File: config.mk
export PLATFORM = sky130hd
export DESIGN_NAME = csv_tok_parse
export DESIGN_NICKNAME = d
export VERILOG_FILES = /design/src/hdl/csv_field_tokenizer_macros.svh /design/src/hdl/csv_tok_pkg.sv /design/src/hdl/csv_tok_parse.sv
export SDC_FILE = /design/constraint.sdc
export NUM_CORES = 1
export LEC_CHECK = 0
export BUFFER_PORTS_ARGS = -buffer_cell sky130_fd_sc_hd__buf_2
export CORE_MARGIN = 3
export CORE_UTILIZATION = 54
export CTS_CLUSTER_DIAMETER = 100
export CTS_CLUSTER_SIZE = 24
export DETAILED_ROUTE_END_ITERATION = 10
export GPL_ROUTABILITY_DRIVEN = 1
export HOLD_SLACK_MARGIN = 0.12
export PLACE_DENSITY = 0.85
export SETUP_SLACK_MARGIN = 0.15
export SYNTH_ARGS = -nofsm -noshare
export SYNTH_HDL_FRONTEND = slang
export SYNTH_SLANG_ARGS = --single-unit
File: constraint.sdc
create_clock -name clk -period 4.9 [get_ports clk]
set_input_delay 0.49 -clock clk [delete_from_list [all_inputs] [get_ports clk]]
set_output_delay 0.49 -clock clk [all_outputs]
set_load 0.02 [all_outputs]
File: src/hdl/csv_field_tokenizer_macros.svh
// Assertion macros for the CSV field tokenizer.
// Used by csv_field_tokenizer; synthesis builds define SYNTH to drop the checks.
`ifndef CSV_FIELD_TOKENIZER_MACROS_SVH
`define CSV_FIELD_TOKENIZER_MACROS_SVH

`ifndef SYNTH
// Property must hold at every rising clock edge outside reset
`define CSV_ASSERT(label, clk, rst_n, prop) \
  label: assert property (@(posedge clk) disable iff (!rst_n) prop) \
    else $error("csv tokenizer check failed");
// Condition must never be true outside reset
`define CSV_NEVER(label, clk, rst_n, cond) \
  `CSV_ASSERT(label, clk, rst_n, !(cond))
`else
`define CSV_ASSERT(label, clk, rst_n, prop)
`define CSV_NEVER(label, clk, rst_n, cond)
`endif

`endif

File: src/hdl/csv_tok_pkg.sv
// Types, codes and helpers shared by the CSV field tokenizer modules.
// No dependencies.
package csv_tok_pkg;

  // Result kinds
  typedef enum logic [1:0] {
    KIND_BYTE  = 2'd0,
    KIND_FIELD = 2'd1,
    KIND_ROW   = 2'd2,
    KIND_RSVD  = 2'd3
  } kind_t;

  // Parser states
  typedef enum logic [2:0] {
    ST_START       = 3'd0,
    ST_QUOTED      = 3'd1,
    ST_MAYBE_CLOSE = 3'd2,
    ST_AFTER_CLOSE = 3'd3,
    ST_FIRST_BYTE  = 3'd4,
    ST_UNQUOTED    = 3'd5
  } pstate_t;

  // Configuration register indexes
  localparam logic CFG_QUOTE = 1'b0;
  localparam logic CFG_DELIM = 1'b1;

  localparam logic [7:0] CHR_CR = 8'h0D;
  localparam logic [7:0] CHR_LF = 8'h0A;

  localparam logic [7:0] QUOTE_RST = 8'd34;
  localparam logic [7:0] DELIM_RST = 8'd44;

  // One result beat
  typedef struct packed {
    kind_t      kind;
    logic [7:0] data;
    logic       last;
  } tok_t;

  // Results caused by one input byte
  typedef struct packed {
    logic [1:0] cnt;
    tok_t       r0;
    tok_t       r1;
  } tok_pair_t;

  function automatic tok_t mk_tok(input kind_t k, input logic [7:0] d);
    tok_t t;
    t.kind = k;
    t.data = (k == KIND_BYTE) ? d : 8'd0;
    t.last = 1'b0;
    return t;
  endfunction

endpackage

File: src/hdl/csv_tok_parse.sv
// Parser state machine: turns one text byte into zero, one or two tokens.
// Depends on csv_tok_pkg.
module csv_tok_parse import csv_tok_pkg::*; (
  input  logic       clk,
  input  logic       rst_n,
  input  logic       step,
  input  logic [7:0] in_byte,
  input  logic       end_of_input,
  input  logic [7:0] quote_char,
  input  logic [7:0] field_delimiter,
  output tok_pair_t  res
);

  pstate_t    st_r, st_nxt;
  logic [7:0] held_r, held_nxt;
  logic       cr_r, cr_nxt;
  logic       rhf_r, rhf_nxt;

  logic [7:0] x;
  logic       skip;
  logic       is_q, is_d, is_l;
  tok_pair_t  r;
  kind_t      end_kind;

  // State registers advance only on a processed beat
  always_ff @(posedge clk) begin
    if (!rst_n) begin
      st_r   <= ST_START;
      held_r <= 8'd0;
      cr_r   <= 1'b0;
      rhf_r  <= 1'b0;
    end else if (step) begin
      st_r   <= st_nxt;
      held_r <= held_nxt;
      cr_r   <= cr_nxt;
      rhf_r  <= rhf_nxt;
    end
  end

  // Fold line ends and classify the byte; an end-of-input beat clears the CR flag
  always_comb begin
    x      = in_byte;
    skip   = 1'b0;
    cr_nxt = 1'b0;
    if (!end_of_input && in_byte == CHR_CR) begin
      cr_nxt = 1'b1;
      x      = CHR_LF;
    end else if (cr_r && in_byte == CHR_LF) begin
      skip = 1'b1;
    end
    is_q     = (x == quote_char);
    is_d     = (x == field_delimiter);
    is_l     = (x == CHR_LF);
    end_kind = is_d ? KIND_FIELD : KIND_ROW;
  end

  // Next state and tokens
  always_comb begin
    st_nxt   = st_r;
    held_nxt = held_r;
    rhf_nxt  = rhf_r;
    r.cnt    = 2'd0;
    r.r0     = mk_tok(KIND_ROW, 8'd0);
    r.r1     = mk_tok(KIND_ROW, 8'd0);

    if (end_of_input) begin
      // Flush an open row, then go back to reset state
      if (st_r != ST_START || rhf_r) begin
        if (st_r == ST_FIRST_BYTE) begin
          r.r0  = mk_tok(KIND_BYTE, held_r);
          r.cnt = 2'd2;
        end else begin
          r.cnt = 2'd1;
        end
      end
      st_nxt   = ST_START;
      held_nxt = 8'd0;
      rhf_nxt  = 1'b0;
    end else if (!skip) begin
      unique case (st_r)
        ST_QUOTED: begin
          if (is_q) begin
            st_nxt = ST_MAYBE_CLOSE;
          end else begin
            r.r0  = mk_tok(KIND_BYTE, x);
            r.cnt = 2'd1;
          end
        end
        ST_MAYBE_CLOSE: begin
          if (is_q) begin
            r.r0   = mk_tok(KIND_BYTE, x);
            r.cnt  = 2'd1;
            st_nxt = ST_QUOTED;
          end else if (is_d || is_l) begin
            r.r0    = mk_tok(end_kind, 8'd0);
            r.cnt   = 2'd1;
            rhf_nxt = is_d;
            st_nxt  = ST_START;
          end else begin
            st_nxt = ST_AFTER_CLOSE;
          end
        end
        ST_AFTER_CLOSE: begin
          // Drop text after the closing quote
          if (is_d || is_l) begin
            r.r0    = mk_tok(end_kind, 8'd0);
            r.cnt   = 2'd1;
            rhf_nxt = is_d;
            st_nxt  = ST_START;
          end
        end
        ST_FIRST_BYTE: begin
          held_nxt = 8'd0;
          if (is_q) begin
            // Restart the field as quoted, drop the held byte
            st_nxt = ST_QUOTED;
          end else begin
            r.r0  = mk_tok(KIND_BYTE, held_r);
            r.cnt = 2'd2;
            if (is_d || is_l) begin
              r.r1    = mk_tok(end_kind, 8'd0);
              rhf_nxt = is_d;
              st_nxt  = ST_START;
            end else begin
              r.r1   = mk_tok(KIND_BYTE, x);
              st_nxt = ST_UNQUOTED;
            end
          end
        end
        ST_UNQUOTED: begin
          r.cnt = 2'd1;
          if (is_d || is_l) begin
            r.r0    = mk_tok(end_kind, 8'd0);
            rhf_nxt = is_d;
            st_nxt  = ST_START;
          end else begin
            r.r0 = mk_tok(KIND_BYTE, x);
          end
        end
        default: begin
          st_nxt = ST_START;
          if (is_q) begin
            st_nxt = ST_QUOTED;
          end else if (is_d) begin
            r.r0    = mk_tok(KIND_FIELD, 8'd0);
            r.cnt   = 2'd1;
            rhf_nxt = 1'b1;
          end else if (is_l) begin
            // Skip blank lines
            if (rhf_r) begin
              r.r0    = mk_tok(KIND_ROW, 8'd0);
              r.cnt   = 2'd1;
              rhf_nxt = 1'b0;
            end
          end else begin
            held_nxt = x;
            st_nxt   = ST_FIRST_BYTE;
          end
        end
      endcase
    end

    // Mark the final token of this byte
    if (r.cnt == 2'd1) r.r0.last = 1'b1;
    if (r.cnt == 2'd2) r.r1.last = 1'b1;
  end

  assign res = r;

endmodule

# After elaboration in Yosys (flattened, before gate mapping)
# Index checks and enable logic that the tools add are counted.
[classes]
addsub = 0
shifts = 0
n_mux = 50
bitwise_logic = 0
magnitude_cmp = 0
n_reduce_logical = 13
n_div = 0
eq_ne = 22
multipliers = 0
[op_table]
columns = ["op", "n"]
rows = [
  ["13-bit 2-to-1 mux", 5],
  ["13-bit case mux with 5 select lines", 1],
  ["12-bit 2-to-1 mux", 4],
  ["24-bit 2-to-1 mux", 2],
  ["8-bit 2-to-1 mux", 6],
  ["11-bit 2-to-1 mux", 4],
  ["3-bit 2-to-1 mux", 9],
  ["8-bit by 4-bit equality test with 1-bit output, second input constant", 3],
  ["8-bit equality test", 2],
  ["8-bit case mux with 2 select lines", 1],
  ["1-bit 2-to-1 mux", 12],
  ["3-bit case mux with 4 select lines", 1],
  ["6-bit AND reduction", 2],
  ["3-bit by 2-bit inequality test with 1-bit output, second input constant", 3],
  ["3-bit inequality test, second input constant", 3],
  ["2-bit 2-to-1 mux", 4],
  ["3-bit by 2-bit equality test with 1-bit output, second input constant", 2],
  ["3-bit equality test, second input constant", 2],
  ["5-bit nonzero test", 1],
  ["2-bit inequality test, second input constant", 2],
  ["4-bit AND reduction", 1],
  ["2-bit OR reduction", 2],
  ["4-bit OR reduction", 1],
  ["3-bit by 1-bit equality test with 1-bit output, second input constant", 1],
  ["9 further kinds", 11],
]
[totals]
output_inout_bits = 24
register_bits = 13
latchBits = 0
mem_bits_ro = 0
ramBits = 0
n_memories = 0
inputBits = 28

# Longest topological paths before layout
[depth]
depth_word = 12
ltp_mapped = 9

# Least setup slack after synthesis
# No wires, ideal clock.
[synth_path]
path_kind = "input-to-output"
start = "in in_byte[7]"
end = "out res[11] in the netlist's numbering"
path_stages = 8
slack_ns = 1.713
arrival_time_ns = 2.697
path_buffers = 1
path_cell_list = "buf_2 -> or4b_4 -> o32ai_2 -> a22oi_2 -> or2_4 -> nor2_2 -> a2111oi_2 -> o31ai_1"
[synth_rtl]
columns = ["item", "line_no", "text"]
rows = [
  ["from (decl)", "csv_tok_parse.sv:7", "input logic [7:0] in_byte,"],
  ["to (decl)", "csv_tok_parse.sv:11", "output tok_pair_t res"],
]

==> results.yml <==
critical_path:
  worst-endpoint-required_ps: 4410
  critical_path.cell_chain: "buf_2 > or4b_4 > nor3_4 > o2111ai_1 > a21oi_2 > nor3_1 > o21ba_2 > a221o_1 > buf_2"
  path_class: "in -> out"
  worst_path_dominant_cell_family: "compound AO/OA/AOI/OAI gates"
  critical_path_buf_inv_count: 2
  end_kind: "output port"
  critPathArrivalTime_ps: 3020
  worst-path-max-fanout: 13
  timing.critical_path.from_type: "input pin"
  worst_path_largest_cell_delay_ps: 600
  critical_path.most_common_cell: "sky130_fd_sc_hd__buf_2"
  critPathSlowestCell: "sky130_fd_sc_hd__or4b_4"
place:
  place.port_buffers: 51
  dpl-instance-area_um2: 1760
  pre_cts_ws_ps: 1410
  dpl.hpwl_um: 3440
  routability_driven_placement_congestion_ratio: 0.954
  dp_cells: 266
global_route:
  grtUsageTotal: 0.256
  first_global_vias: 1524
  globalRouteOverflowTotal: 0
  grt_max_degree: 17
  wire_length_of_the_first_global_routing_pass_um: 7060
  antenna_found_initial: 0
cts:
  postCtsSetupRepairBufs: 0
  tritoncts: "yes"
  number_of_gates_resized_after_cts: 0
  max-clock-path-buffers: 2
  cts_buffers: 3
  worst_skew_pair.late_latency_ps: 270
  clock-root-buffer: "sky130_fd_sc_hd__clkbuf_4"
  clkSinkCount: 13
  postCtsHoldBufs: 0
  htreeDepth: 1
  clkTransAtPathRegs_ps: 80
sta:
  finalWorstPathRequiredPeriod_ps: 3510
  worst_slack_ps: 1390
  holdWs_ps: 451
  final-hold-violation-count: 0
  worst_slew_margin_rel: 0.553
  layout_worst_path_cycle_share: 0.717
  unrepaired_setup_endpoints_after_global_routing: "false"
  fin_setup_tns_ps: 0
  worst_pin_slew_ps: 664
  worst_clock_skew_ps: 11.3
  finalSetupViolCount: 0
  maxSlewViolCount: 0
  maxClockFrequency_ghz: 0.285
pwr:
  power.leakage_nw: 0.768
  p_per_area_nw_per_um2: 150
  switch_pwr_mw: 0.0924
  power_frac_seq: 0.423
  finalPower_mw: 0.268
  power.switching_fraction: 0.345
  comb_power_share: 0.338
  p_int_mw: 0.175
  irDropWorstVdd_mv: 0.128
  share_clk_of_total_power: 0.239
die:
  chip_width_um: 59.3
  die_area_um2: 3510
  initial_core_utilization: 0.591
  die_h_um: 59.3
  rows: 18
  num_io_pins: 52
  core_region_area_um2: 2590
yosys:
  postSynthRegisterBits: 13
  synth-edff-count: 0
  synth_cells: 197
  synth_fp_nets: 225
  synth_flop_cell: "sky130_fd_sc_hd__dfxtp_1"
  postSynth.asyncResetShare: 0
  mappedNetlistArea_um2: 1530
  synth.avg_cell_area_um2: 7.77
  synth-warning-count: 0
  post_synth_cell_types: 61
  seq_area_frac_synth: 0.170
finish:
  antenna_cells_inserted: 0
  syn_to_final_growth_pct: 16.7
  final_cell_mix: "sky130_fd_sc_hd__buf_2 (51), sky130_fd_sc_hd__inv_1 (19), sky130_fd_sc_hd__nand2_1 (13), sky130_fd_sc_hd__nor2_1 (13), sky130_fd_sc_hd__dfxtp_1 (13)"
  finish.net_count: 269
  final_core_utilization: 0.690
  drive_gt1_frac: 0.308
  layoutNonFillerInstCount: 270
  design_area_um2: 1790
  layout_commonest_cell: "sky130_fd_sc_hd__buf_2"
worst_hold_path:
  hp-class: "reg -> reg"
detailed_routing:
  routedWlPerCell_um: 16.1
  totalWireLength_um: 4340
  first_iter_violations: 159
  drt_pre_antenna_iters: 4
  route.detailed.vias_per_inst: 6.31
  route.antenna.remaining_nets: 0
  drcViolationCount: 0
  dr_total_vias: 1705
outcome:
  outcome: "completed"
job:
  maxCapViolCount: 0
worst reg2reg max path: stages, from the launching register on:
cell and delay, ps:
sky130_fd_sc_hd__dfxtp_1 660, sky130_fd_sc_hd__nand2_1 310, sky130_fd_sc_hd__a2111o_1 510, sky130_fd_sc_hd__a32oi_4 350, sky130_fd_sc_hd__o2bb2ai_1 130
state kept, by name, summed over array words and instances (netlist names):
register  flops
held_r        8
rhf_r         1
cr_r          1
st_r          3
cell families (layout without fill, tap and decap cells):
family	Yosys count	count (layout)	synth area share
xor gates and xnor gates	10	10	0.0572
and+or+nand+nor	76	76	0.298
AOI/OAI and AO/OA	65	65	0.373
DFF	13	13	0.170
buffers and inverters	31	74	0.0882
muxes	2	2	0.0131
synthesized netlist by cell type (2+ instances only):
cell type,number,share of area
sky130_fd_sc_hd__inv_1,19,0.047
sky130_fd_sc_hd__a21oi_2,2,0.011
sky130_fd_sc_hd__clkbuf_1,6,0.015
sky130_fd_sc_hd__xor2_1,10,0.057
sky130_fd_sc_hd__buf_2,3,0.0098
sky130_fd_sc_hd__o21a_1,2,0.0098
sky130_fd_sc_hd__a21oi_1,6,0.020
sky130_fd_sc_hd__o2bb2ai_1,8,0.046
sky130_fd_sc_hd__buf_4,2,0.0098
sky130_fd_sc_hd__a31oi_1,3,0.012
sky130_fd_sc_hd__and2_1,12,0.049
sky130_fd_sc_hd__nor2_1,13,0.032
sky130_fd_sc_hd__a22o_1,5,0.029
sky130_fd_sc_hd__nor2b_1,3,0.012
sky130_fd_sc_hd__nor2_2,2,0.0082
sky130_fd_sc_hd__and3_1,4,0.016
sky130_fd_sc_hd__nand2_1,13,0.032
sky130_fd_sc_hd__o31ai_1,2,0.0098
sky130_fd_sc_hd__nor3_1,10,0.033
sky130_fd_sc_hd__a221o_1,3,0.020
sky130_fd_sc_hd__a211o_1,2,0.011
sky130_fd_sc_hd__o21ai_0,6,0.020
sky130_fd_sc_hd__o41ai_1,3,0.017
sky130_fd_sc_hd__mux2i_1,2,0.013
sky130_fd_sc_hd__o22ai_1,2,0.0082
sky130_fd_sc_hd__dfxtp_1,13,0.17
sky130_fd_sc_hd__a221oi_1,2,0.011
sky130_fd_sc_hd__nand3_1,2,0.0065
sky130_fd_sc_hd__nor4_1,5,0.020
power groups by stage:
stage / registers, mW / logic (mW) / clock network [mW]
after floorplan: 0.113 / 0.0630 / 0
after global placement: 0.116 / 0.0883 / 0
after detailed placement: 0.116 / 0.0895 / 0
after CTS: 0.113 / 0.0897 / 0.0665
after global routing: 0.114 / 0.0985 / 0.0736
final: 0.113 / 0.0903 / 0.0640
final timing paths:
path | start | to | slack, ps | cells past startpoint
max | in_byte[5] | res[12] | 1390 | 9
max reg2reg | st_r[2]$_SDFFE_PN0P_ | held_r[3]$_SDFFE_PN0P_ | 2810 | 4
min reg2reg | held_r[0]$_SDFFE_PN0P_ | held_r[0]$_SDFFE_PN0P_ | 450 | 2
min | held_r[0]$_SDFFE_PN0P_ | held_r[0]$_SDFFE_PN0P_ | 450 | 2
per-layer routing:
metal | GRT usage | wire length, um
met1 | 0.367 | 1870
met2 | 0.395 | 2010
met3 | 0.0218 | 419
met4 | 0.100 | 48
met5 | 0 | 0
area by class of cell:
type                            instances  area (um^2)
Fill cell                             225          803
Sequential cell                        13          260
Tap cell                               30         37.5
Clock buffer                            4         26.3
Timing Repair Buffer                   51          255
Inverter                               19         71.3
Multi-Input combinational cell        153         1140
Power figures use the tool's default switching activity.
